`src/design/scalc_pkg.sv`:
```
package scalc_pkg;

    // Sizes of the operand stack and the variable store.
    localparam int STACK_DEPTH   = 16;
    localparam int NUM_VARIABLES = 16;
    localparam int CNT_W         = $clog2(STACK_DEPTH + 1);

    // Fixed field widths of the instruction and result requests.
    localparam int WORD_W = 32;
    localparam int CMD_W  = 3;
    localparam int VIDX_W = 4;
    localparam int RID_W  = 8;
    localparam int DEPTH_W = 5;

    typedef logic [WORD_W-1:0] word_t;
    typedef logic [CMD_W-1:0]  cmd_t;
    typedef logic [1:0]        cell_op_t;

    // Instruction codes.
    localparam cmd_t CMD_PUSH  = 3'd0;
    localparam cmd_t CMD_ADD   = 3'd1;
    localparam cmd_t CMD_SUB   = 3'd2;
    localparam cmd_t CMD_MUL   = 3'd3;
    localparam cmd_t CMD_WRITE = 3'd4;
    localparam cmd_t CMD_READ  = 3'd5;
    localparam cmd_t CMD_JUMP  = 3'd6;
    localparam cmd_t CMD_JUMPZ = 3'd7;

    // Stack cell operations: keep, take from the cell above, take from below.
    localparam cell_op_t CELL_HOLD = 2'd0;
    localparam cell_op_t CELL_PREV = 2'd1;
    localparam cell_op_t CELL_NEXT = 2'd2;

    // Write port of the variable store.
    typedef struct packed {
        logic              en;
        logic [VIDX_W-1:0] index;
        word_t             data;
    } var_wr_t;

endpackage

```
`src/design/scalc_cell.sv`:
```
module scalc_cell (
    input  logic             clk,
    input  scalc_pkg::cell_op_t op,
    input  scalc_pkg::word_t prev_value,
    input  scalc_pkg::word_t next_value,
    output scalc_pkg::word_t value
);
    import scalc_pkg::*;

    word_t value_reg;
    word_t value_next;

    // A push moves entries away from the top, a pop moves them towards it.
    always_comb
    begin
        case (op)
            CELL_PREV: value_next = prev_value;
            CELL_NEXT: value_next = next_value;
            default:   value_next = value_reg;
        endcase
    end

    always_ff @(posedge clk)
    begin
        value_reg <= value_next;
    end

    assign value = value_reg;

endmodule

```
`src/design/scalc_var_store.sv`:
```
module scalc_var_store (
    input  logic                          clk,
    input  logic                          rst_n,
    input  scalc_pkg::var_wr_t            wr,
    input  logic [scalc_pkg::VIDX_W-1:0]  rd_index,
    output scalc_pkg::word_t              rd_data
);
    import scalc_pkg::*;

    word_t var_reg [NUM_VARIABLES];

    // Each variable is written when its slot is addressed; reset clears all.
    always_ff @(posedge clk or negedge rst_n)
    begin
        if (!rst_n)
        begin
            for (int i = 0; i < NUM_VARIABLES; i++)
            begin
                var_reg[i] <= '0;
            end
        end
        else if (wr.en)
        begin
            for (int i = 0; i < NUM_VARIABLES; i++)
            begin
                if (32'(wr.index) == i)
                begin
                    var_reg[i] <= wr.data;
                end
            end
        end
    end

    // A slot beyond the store reads as zero.
    always_comb
    begin
        rd_data = '0;
        for (int i = 0; i < NUM_VARIABLES; i++)
        begin
            if (32'(rd_index) == i)
            begin
                rd_data = var_reg[i];
            end
        end
    end

endmodule

```
`src/design/stack_calculator_core.sv`:
```
// Channel  Direction  Handshake               Payload
// in       request    in_valid / in_ready     command, push_value, var_index, routine_id
// out      result     out_valid / out_ready   top_value, stack_depth, jump_taken,
//                                             jump_routine, overflow
//
// One instruction is executed per cycle while the output is not stalled; its result
// appears in the output register in the cycle after the request is accepted, written
// together with the update of the stack cell row and the variable store.
// Reset clears the stack count, the variable store and the output valid flag.
// A new request is taken while the output register is empty or being emptied,
// so a stalled output holds the input back after one buffered result.
module stack_calculator_core (
    input  logic               clk,
    input  logic               rst_n,
    input  logic               in_valid,
    output logic               in_ready,
    input  logic [2:0]         command,
    input  logic signed [31:0] push_value,
    input  logic [3:0]         var_index,
    input  logic [7:0]         routine_id,
    output logic               out_valid,
    input  logic               out_ready,
    output logic signed [31:0] top_value,
    output logic [4:0]         stack_depth,
    output logic               jump_taken,
    output logic [7:0]         jump_routine,
    output logic               overflow
);
    import scalc_pkg::*;

    logic             count_reg_clear;
    logic [CNT_W-1:0] count_reg;
    logic [CNT_W-1:0] count_next;
    logic             out_valid_reg;
    word_t            top_value_reg;
    word_t            top_next;
    logic [4:0]       stack_depth_reg;
    logic             jump_taken_reg;
    logic             jump_next;
    logic [7:0]       jump_routine_reg;
    logic             overflow_reg;
    logic             ovf_next;

    logic             accept;
    cell_op_t         head_op;
    cell_op_t         body_op;
    word_t            head_in;
    word_t            cell_value [STACK_DEPTH];
    word_t            top_word;
    word_t            second_word;
    word_t            var_rd;
    var_wr_t          var_wr;
    var_wr_t          var_wr_gated;
    logic             full;
    logic             empty;

    assign in_ready = !out_valid_reg || out_ready;
    assign accept   = in_valid && in_ready;

    assign top_word    = cell_value[0];
    assign second_word = cell_value[1];
    assign full        = (count_reg == CNT_W'(STACK_DEPTH));
    assign empty       = (count_reg == '0);
    assign count_reg_clear = 1'b0;

    // Decode the instruction into cell moves, the new count and the result.
    always_comb
    begin
        head_op    = CELL_HOLD;
        body_op    = CELL_HOLD;
        head_in    = word_t'(push_value);
        count_next = count_reg;
        ovf_next   = 1'b0;
        jump_next  = 1'b0;
        var_wr     = '0;
        top_next   = empty ? '0 : top_word;
        case (command)
            CMD_PUSH, CMD_READ:
            begin
                head_in = (command == CMD_READ) ? var_rd : word_t'(push_value);
                if (full)
                begin
                    ovf_next = 1'b1;
                end
                else
                begin
                    head_op    = CELL_PREV;
                    body_op    = CELL_PREV;
                    count_next = count_reg + CNT_W'(1);
                    top_next   = head_in;
                end
            end
            CMD_ADD, CMD_SUB, CMD_MUL:
            begin
                if (count_reg > CNT_W'(1))
                begin
                    case (command)
                        CMD_ADD: head_in = top_word + second_word;
                        CMD_SUB: head_in = top_word - second_word;
                        default: head_in = top_word * second_word;
                    endcase
                    head_op    = CELL_PREV;
                    body_op    = CELL_NEXT;
                    count_next = count_reg - CNT_W'(1);
                    top_next   = head_in;
                end
                else if (empty)
                begin
                    head_in    = '0;
                    head_op    = CELL_PREV;
                    body_op    = CELL_PREV;
                    count_next = CNT_W'(1);
                    top_next   = '0;
                end
            end
            CMD_WRITE:
            begin
                var_wr.en    = 1'b1;
                var_wr.index = var_index;
                var_wr.data  = empty ? '0 : top_word;
                if (!empty)
                begin
                    head_op    = CELL_NEXT;
                    body_op    = CELL_NEXT;
                    count_next = count_reg - CNT_W'(1);
                    top_next   = (count_reg > CNT_W'(1)) ? second_word : '0;
                end
            end
            CMD_JUMP:
            begin
                jump_next = 1'b1;
            end
            default:
            begin
                if (empty)
                begin
                    jump_next = 1'b1;
                end
                else
                begin
                    jump_next  = (top_word == '0);
                    head_op    = CELL_NEXT;
                    body_op    = CELL_NEXT;
                    count_next = count_reg - CNT_W'(1);
                    top_next   = (count_reg > CNT_W'(1)) ? second_word : '0;
                end
            end
        endcase
    end

    // Row of stack cells, top of stack in the first cell.
    for (genvar i = 0; i < STACK_DEPTH; i++)
    begin : g_cell
        word_t    prev_value;
        word_t    next_value;
        cell_op_t op;

        if (i == 0)
        begin : g_head
            assign prev_value = head_in;
            assign op         = accept ? head_op : CELL_HOLD;
        end
        else
        begin : g_body
            assign prev_value = cell_value[i-1];
            assign op         = accept ? body_op : CELL_HOLD;
        end

        if (i == STACK_DEPTH - 1)
        begin : g_last
            assign next_value = '0;
        end
        else
        begin : g_inner
            assign next_value = cell_value[i+1];
        end

        scalc_cell u_cell (
            .clk        (clk),
            .op         (op),
            .prev_value (prev_value),
            .next_value (next_value),
            .value      (cell_value[i])
        );
    end

    // Variable store, written only when the request is accepted.
    always_comb
    begin
        var_wr_gated    = var_wr;
        var_wr_gated.en = var_wr.en && accept;
    end

    scalc_var_store u_vars (
        .clk      (clk),
        .rst_n    (rst_n),
        .wr       (var_wr_gated),
        .rd_index (var_index),
        .rd_data  (var_rd)
    );

    // Stack count and output valid flag.
    always_ff @(posedge clk or negedge rst_n)
    begin
        if (!rst_n)
        begin
            count_reg     <= '0;
            out_valid_reg <= 1'b0;
        end
        else
        begin
            if (count_reg_clear)
            begin
                count_reg <= '0;
            end
            else if (accept)
            begin
                count_reg <= count_next;
            end
            if (accept)
            begin
                out_valid_reg <= 1'b1;
            end
            else if (out_ready)
            begin
                out_valid_reg <= 1'b0;
            end
        end
    end

    // Result register, loaded with each accepted request.
    always_ff @(posedge clk)
    begin
        if (accept)
        begin
            top_value_reg    <= top_next;
            stack_depth_reg  <= count_next[4:0] & {5{1'b1}};
            jump_taken_reg   <= jump_next;
            jump_routine_reg <= jump_next ? routine_id : 8'd0;
            overflow_reg     <= ovf_next;
        end
    end

    assign out_valid    = out_valid_reg;
    assign top_value    = top_value_reg;
    assign stack_depth  = stack_depth_reg;
    assign jump_taken   = jump_taken_reg;
    assign jump_routine = jump_routine_reg;
    assign overflow     = overflow_reg;

endmodule
```
`config.mk`:
```
export PLATFORM = sky130hd
export DESIGN_NAME = stack_calculator_core
export DESIGN_NICKNAME = d
export VERILOG_FILES = /design/src/design/scalc_pkg.sv /design/src/design/scalc_cell.sv /design/src/design/scalc_var_store.sv /design/src/design/stack_calculator_core.sv
export SDC_FILE = /design/constraint.sdc
export NUM_CORES = 2
export LEC_CHECK = 0
export ABC_AREA = 0
export BUFFER_PORTS_ARGS = -buffer_cell sky130_fd_sc_hd__buf_2
export CAP_MARGIN = 20
export CORE_AREA = 2 2 365 367
export CTS_BUF_LIST = sky130_fd_sc_hd__clkbuf_4
export DETAILED_ROUTE_END_ITERATION = 10
export DIE_AREA = 0 0 367 369
export PLACE_DENSITY = 0.75
export SYNTH_ARGS = -nofsm -noshare
export SYNTH_HDL_FRONTEND = slang
export SYNTH_SLANG_ARGS = --single-unit
```
`constraint.sdc`:
```
create_clock -name clk -period 22.1 [get_ports clk]
set_clock_uncertainty 0.2 [all_clocks]
set_input_delay 4.42 -clock clk [delete_from_list [all_inputs] [get_ports clk]]
set_output_delay 4.42 -clock clk [all_outputs]
set_load 0.02 [all_outputs]
```
* Word-level counts from Yosys, hierarchy flattened
Index checks and enable logic that the tools add are counted.
** Storage, ports and cells
- Bits in registers :: 1077
- Word-level logic and storage cells :: 181
** Cells by class
- Muxes and demuxes :: 64
- Multipliers :: 1
- Reduce and logical (&&, ||, !) cells :: 31
- Equal/unequal tests :: 41
- Add/sub/neg operators :: 4
- $lt $le $gt $ge :: 1
** Operator list (count)
- case mux 32 bit (2 select lines) :: 18
- two-way mux 32 bit :: 25
- case mux 32 bit (3 select lines) :: 1
- equality test 4 bit, second input constant :: 16
- two-way mux 37 bit :: 1
- adder 32 bit :: 1
- equality test 4 x 3 -> 1 bit, second input constant :: 8
- zero test 32 bit :: 1
- multiplier 32 x 32 -> 32 bit :: 1
- AND reduction 2 bit :: 16
- subtractor 32 bit :: 1
- two-way mux 5 bit :: 4
- equality test 4 x 2 -> 1 bit, second input constant :: 4
- case mux 5 bit (3 select lines) :: 1
- case mux 2 bit (3 select lines) :: 2
- equality test 3 bit, second input constant :: 3
- equality test 4 x 1 -> 1 bit, second input constant :: 2
- zero test 4 bit :: 2
- two-way mux 2 bit :: 4
- two-way mux 1 bit :: 7
- equality test 3 x 2 -> 1 bit, second input constant :: 2
- nonzero test 2 bit :: 3
- OR reduction 6 bit :: 1
- adder 5 x 1 -> 5 bit, second input constant :: 1
- other kinds (14) :: 17

* Longest topological paths before layout
- Depth after elaboration :: 20
- Depth in mapped cells :: 29
- Gate-level depth less buffers :: 27

* Modules after synthesis
Synthesis repeated with hierarchy kept, for this count alone.
** Unflattened totals
- Cell total of the unflattened synthesis :: 5881
- Area total of the unflattened synthesis :: 72365.7 sq um
** Modules (own cells, without submodules)
- scalc_var_store :: instances 1, seq. area each 12812.3 sq um, cells each 2030, area an instance 25230.4 sq um
- scalc_cell :: instances 16, seq. area each 960.9 sq um, cells each 71, area an instance 1525.2 sq um
- stack_calculator_core :: instances 1, seq. area each 1561.5 sq um, cells each 2715, area an instance 22731.8 sq um

* Worst setup path before layout
Ideal clock, no wire load.
- Kind :: input to register
- From :: input port out_ready
- To :: register g_cell[10].u_cell.value_reg[0], enable pin
- Data arrival time :: 16.196 ns
- Data required time :: 21.071 ns
- Library setup time :: 0.829 ns
- Stages :: 7
- Setup slack :: 4.875 ns
- Path through :: nand2b_1 nand2_1 inv_1 clkbuf_1 nand3_1 ha_1 inv_1
** Between the ends
- Word-level cells in the longest chain between the ends :: 5
- Elaborated cells on any way between the ends :: 6
** Ends and longest elaborated chain
- start: declaration :: RTL line stack_calculator_core.sv:22 : input logic out_ready,
- logical OR 1 bit (*) :: RTL line stack_calculator_core.sv:57 : assign in_ready = !out_valid_reg || out_ready;
- logical AND 1 bit (*) :: RTL line stack_calculator_core.sv:58 : assign accept = in_valid && in_ready;
- via accept :: RTL line stack_calculator_core.sv:44 : logic accept;
- two-way mux 2 bit (*) :: RTL line stack_calculator_core.sv:166 : assign op = accept ? body_op : CELL_HOLD;
- equality test 2 x 1 -> 1 bit / equality test 2 bit (equally long branches) :: RTL line scalc_cell.sv:16 : case (op)
- nonzero test 2 bit (no line) (*)
- end signal: assignment :: RTL line scalc_cell.sv:25 : value_reg <= value_next;
- end: declaration :: RTL line scalc_cell.sv:10 : word_t value_reg;
The timed path passes the listed nets; every way through them passes the cells marked *.
A chain may end at the register's enable or synchronous reset.

* Worst setup path in the final report
- From :: input port out_ready
- To :: output port in_ready
** Between the ends
- Word-level cells in the longest chain between the ends :: 1
** Ends and longest elaborated chain
- logical OR 1 bit :: RTL line stack_calculator_core.sv:57
- end: declaration :: RTL line stack_calculator_core.sv:16 : output logic in_ready,
No other way between the ends.

==> results.toml <==
[status]
status = "complete, no violations"

[drt]
wire_per_inst_um = 23.1
drt_first_pass_iters = 9
ant_nets = 0
wirelength_um = 187000
vias = 48400
drc_errors = 0
vias_per_cell = 5.99
initialDrtViolationCount = 5945

[global_routing]
gr-usage-all-layers = 0.274
grt_pass1_wl_um = 286000
antenna_found_initial = 18
grt_max_degree = 222
overflow = 0
grt_pass1_vias = 48700

[worst_setup_path]
required_ps = 17480
crit_path_start = "out_ready"
path_cells = "buf_2, nand2b_1, buf_2"
critPathMaxStageDelay_ps = 170
critPathSlowestCell = "buf_2"
path_max_fanout = 3
critPathMostFrequentCell = "buf_2"
crit_type = "primary input to output port"
end_kind = "output port"
r2r_start = "g_cell[0].u_cell.value[4]"
start_kind = "primary input"
worstPathArrival_ps = 4850

[finish]
layout-drive-gt1-share = 0.187
fin_nets = 6774
final_area_um2 = 70800
area_growth_pct = 8.70

[synthesis]
ys_seq_elements = 1077
synth_seq_area_share = 0.456
ys_warn_count = 0
syn_area_per_cell_um2 = 10.8
syn_area_um2 = 65200
syn_nets = 6684
synthDistinctLibCells = 86
synthCells = 6062
synth-edff-count = 559
synth_flop_cell = "edfxtp_1"
async_flop_share = 0.481

[clock_network]
insertion_delay_ps = 1320
htree_num_levels = 5
cts_resized = 0
cts.sinks = 1077
cts_tree = "done"
clk_pin_slew_worst_paths_ps = 60
holdBufCountCts = 0
cts_root_buf = "clkbuf_4"
cts_made_buffers = 298
post-cts-setup-buffer-count = 0
clockBufferDepth = 4

[flow_run]
maxCapViolCount = 0

[placed_design]
post-dp-hpwl_um = 121000
io_buffers = 99
routabilityCongestion = 1.01
placed_cell_area_um2 = 67300
place_ws_ps = 12520

[floorplan]
core_um2 = 131000
rows = 133
initial_utilization = 0.497
fp.dieArea_um2 = 135000
fp.dieW_um = 367
io_pins = 100
die_h_um = 369

[hold_path]
min_path_type = "flop to flop"
min-delay-start = "u_vars.var_reg[376]"

[timing]
holdWs_ps = 275
rsz0062_at_grt = "false"
hold_viol = 0
setup_viol = 0
fmax_mhz = 106
worstMarginPinSlew_ps = 1240
layout_min_cycle_time_ps = 9470
fin_setup_tns_ps = 0
relSlewSlack = 0.177
setup_slack_ps = 12630
fin_crit_sh = 0.428
final_max_slew_viol_count = 0
-- area by class of cell --
type | count | area, um2
Fill cell | 11400 | 60300
Antenna cell | 13 | 32.5
Clock inverter | 47 | 314
Sequential cell | 1077 | 29700
Timing Repair Buffer | 217 | 1460
Clock buffer | 416 | 3120
Multi-Input combinational cell | 4140 | 32400
Inverter | 418 | 1580
Tap cell | 1755 | 2200
-- synthesized netlist by cell type (all sizes together), types with 36 or more instances --
library cell  number  area [um2]
inv              418        1570
fa               409        8190
ha               162        2030
nand3             44         220
a22oi            100         751
nand2            970        3640
edfxtp           559       16800
xor2              43         377
o21ai            652        3260
mux2             452        5090
buf               36         161
a221oi            57         499
and2             313        1960
clkbuf           391        1470
dfrtp            518       13000
nor2b             60         375
a31oi             36         238
xnor2             89         780
a21oi            161         810
nor2             157         594
-- critical path: cells and delay by family --
| kind | cells | cell delay (ps) |
|---|---|---|
| buf+inv | 2 | 260 |
| simple gates | 1 | 160 |
-- per-stage QoR --
| step | utilization | std cells |
|---|---|---|
| floorplan | - | 6062 |
| detailed placement | 0.514 | 7606 |
| finish | 0.540 | 8083 |
| global placement | 0.513 | 7605 |
| CTS | 0.540 | 8069 |
| global route | 0.540 | 8071 |
-- cell usage in the layout, fill, tap and decap left out, types with 89 or more instances in the layout --
cell type and instances:
nand2_1 954, o21ai_0 647, edfxtp_1 559, dfrtp_1 518
mux2_2 452, clkbuf_4 416, inv_1 415, fa_1 409
and2_1 313, a21oi_1 160, ha_1 160, nor2_1 143
buf_4 113, a22oi_1 100, buf_2 98, xnor2_1 89
-- final timing paths --
check / to / slack [ps] / cells after the start
setup / recovery: in_ready / 12630 / 3
max in group asynchronous: u_vars.var_reg[287] / 16400 / 3
setup reg to reg: top_value[27] / 13480 / 28
hold reg to reg: u_vars.var_reg[376] / 270 / 2
min in group asynchronous: u_vars.var_reg[56] / 2910 / 1
hold / removal: u_vars.var_reg[376] / 270 / 2
-- per-layer routing --
| layer | track usage | up-vias | wire, um |
|---|---|---|---|
| li1 | - | 21200 | - |
| met1 | 0.361 | 24000 | 73200 |
| met2 | 0.410 | 2537 | 82300 |
| met5 | 0.000356 | - | 131 |
| met4 | 0.148 | 20 | 10100 |
| met3 | 0.0794 | 662 | 20900 |
-- logic make-up after synthesis --
| group | count (synthesis) | synth area share |
|---|---|---|
| simple gates | 1689 | 0.119 |
| compound gates | 1276 | 0.120 |
| flops | 1077 | 0.456 |
| buf+inv | 845 | 0.0491 |
| fa+ha+maj | 571 | 0.157 |
| mux | 472 | 0.0816 |
| xor+xnor | 132 | 0.0177 |
Power is left out: the tool's default activity adds up to more than one toggle a clock period on the data nets, which glitch-free logic cannot reach.
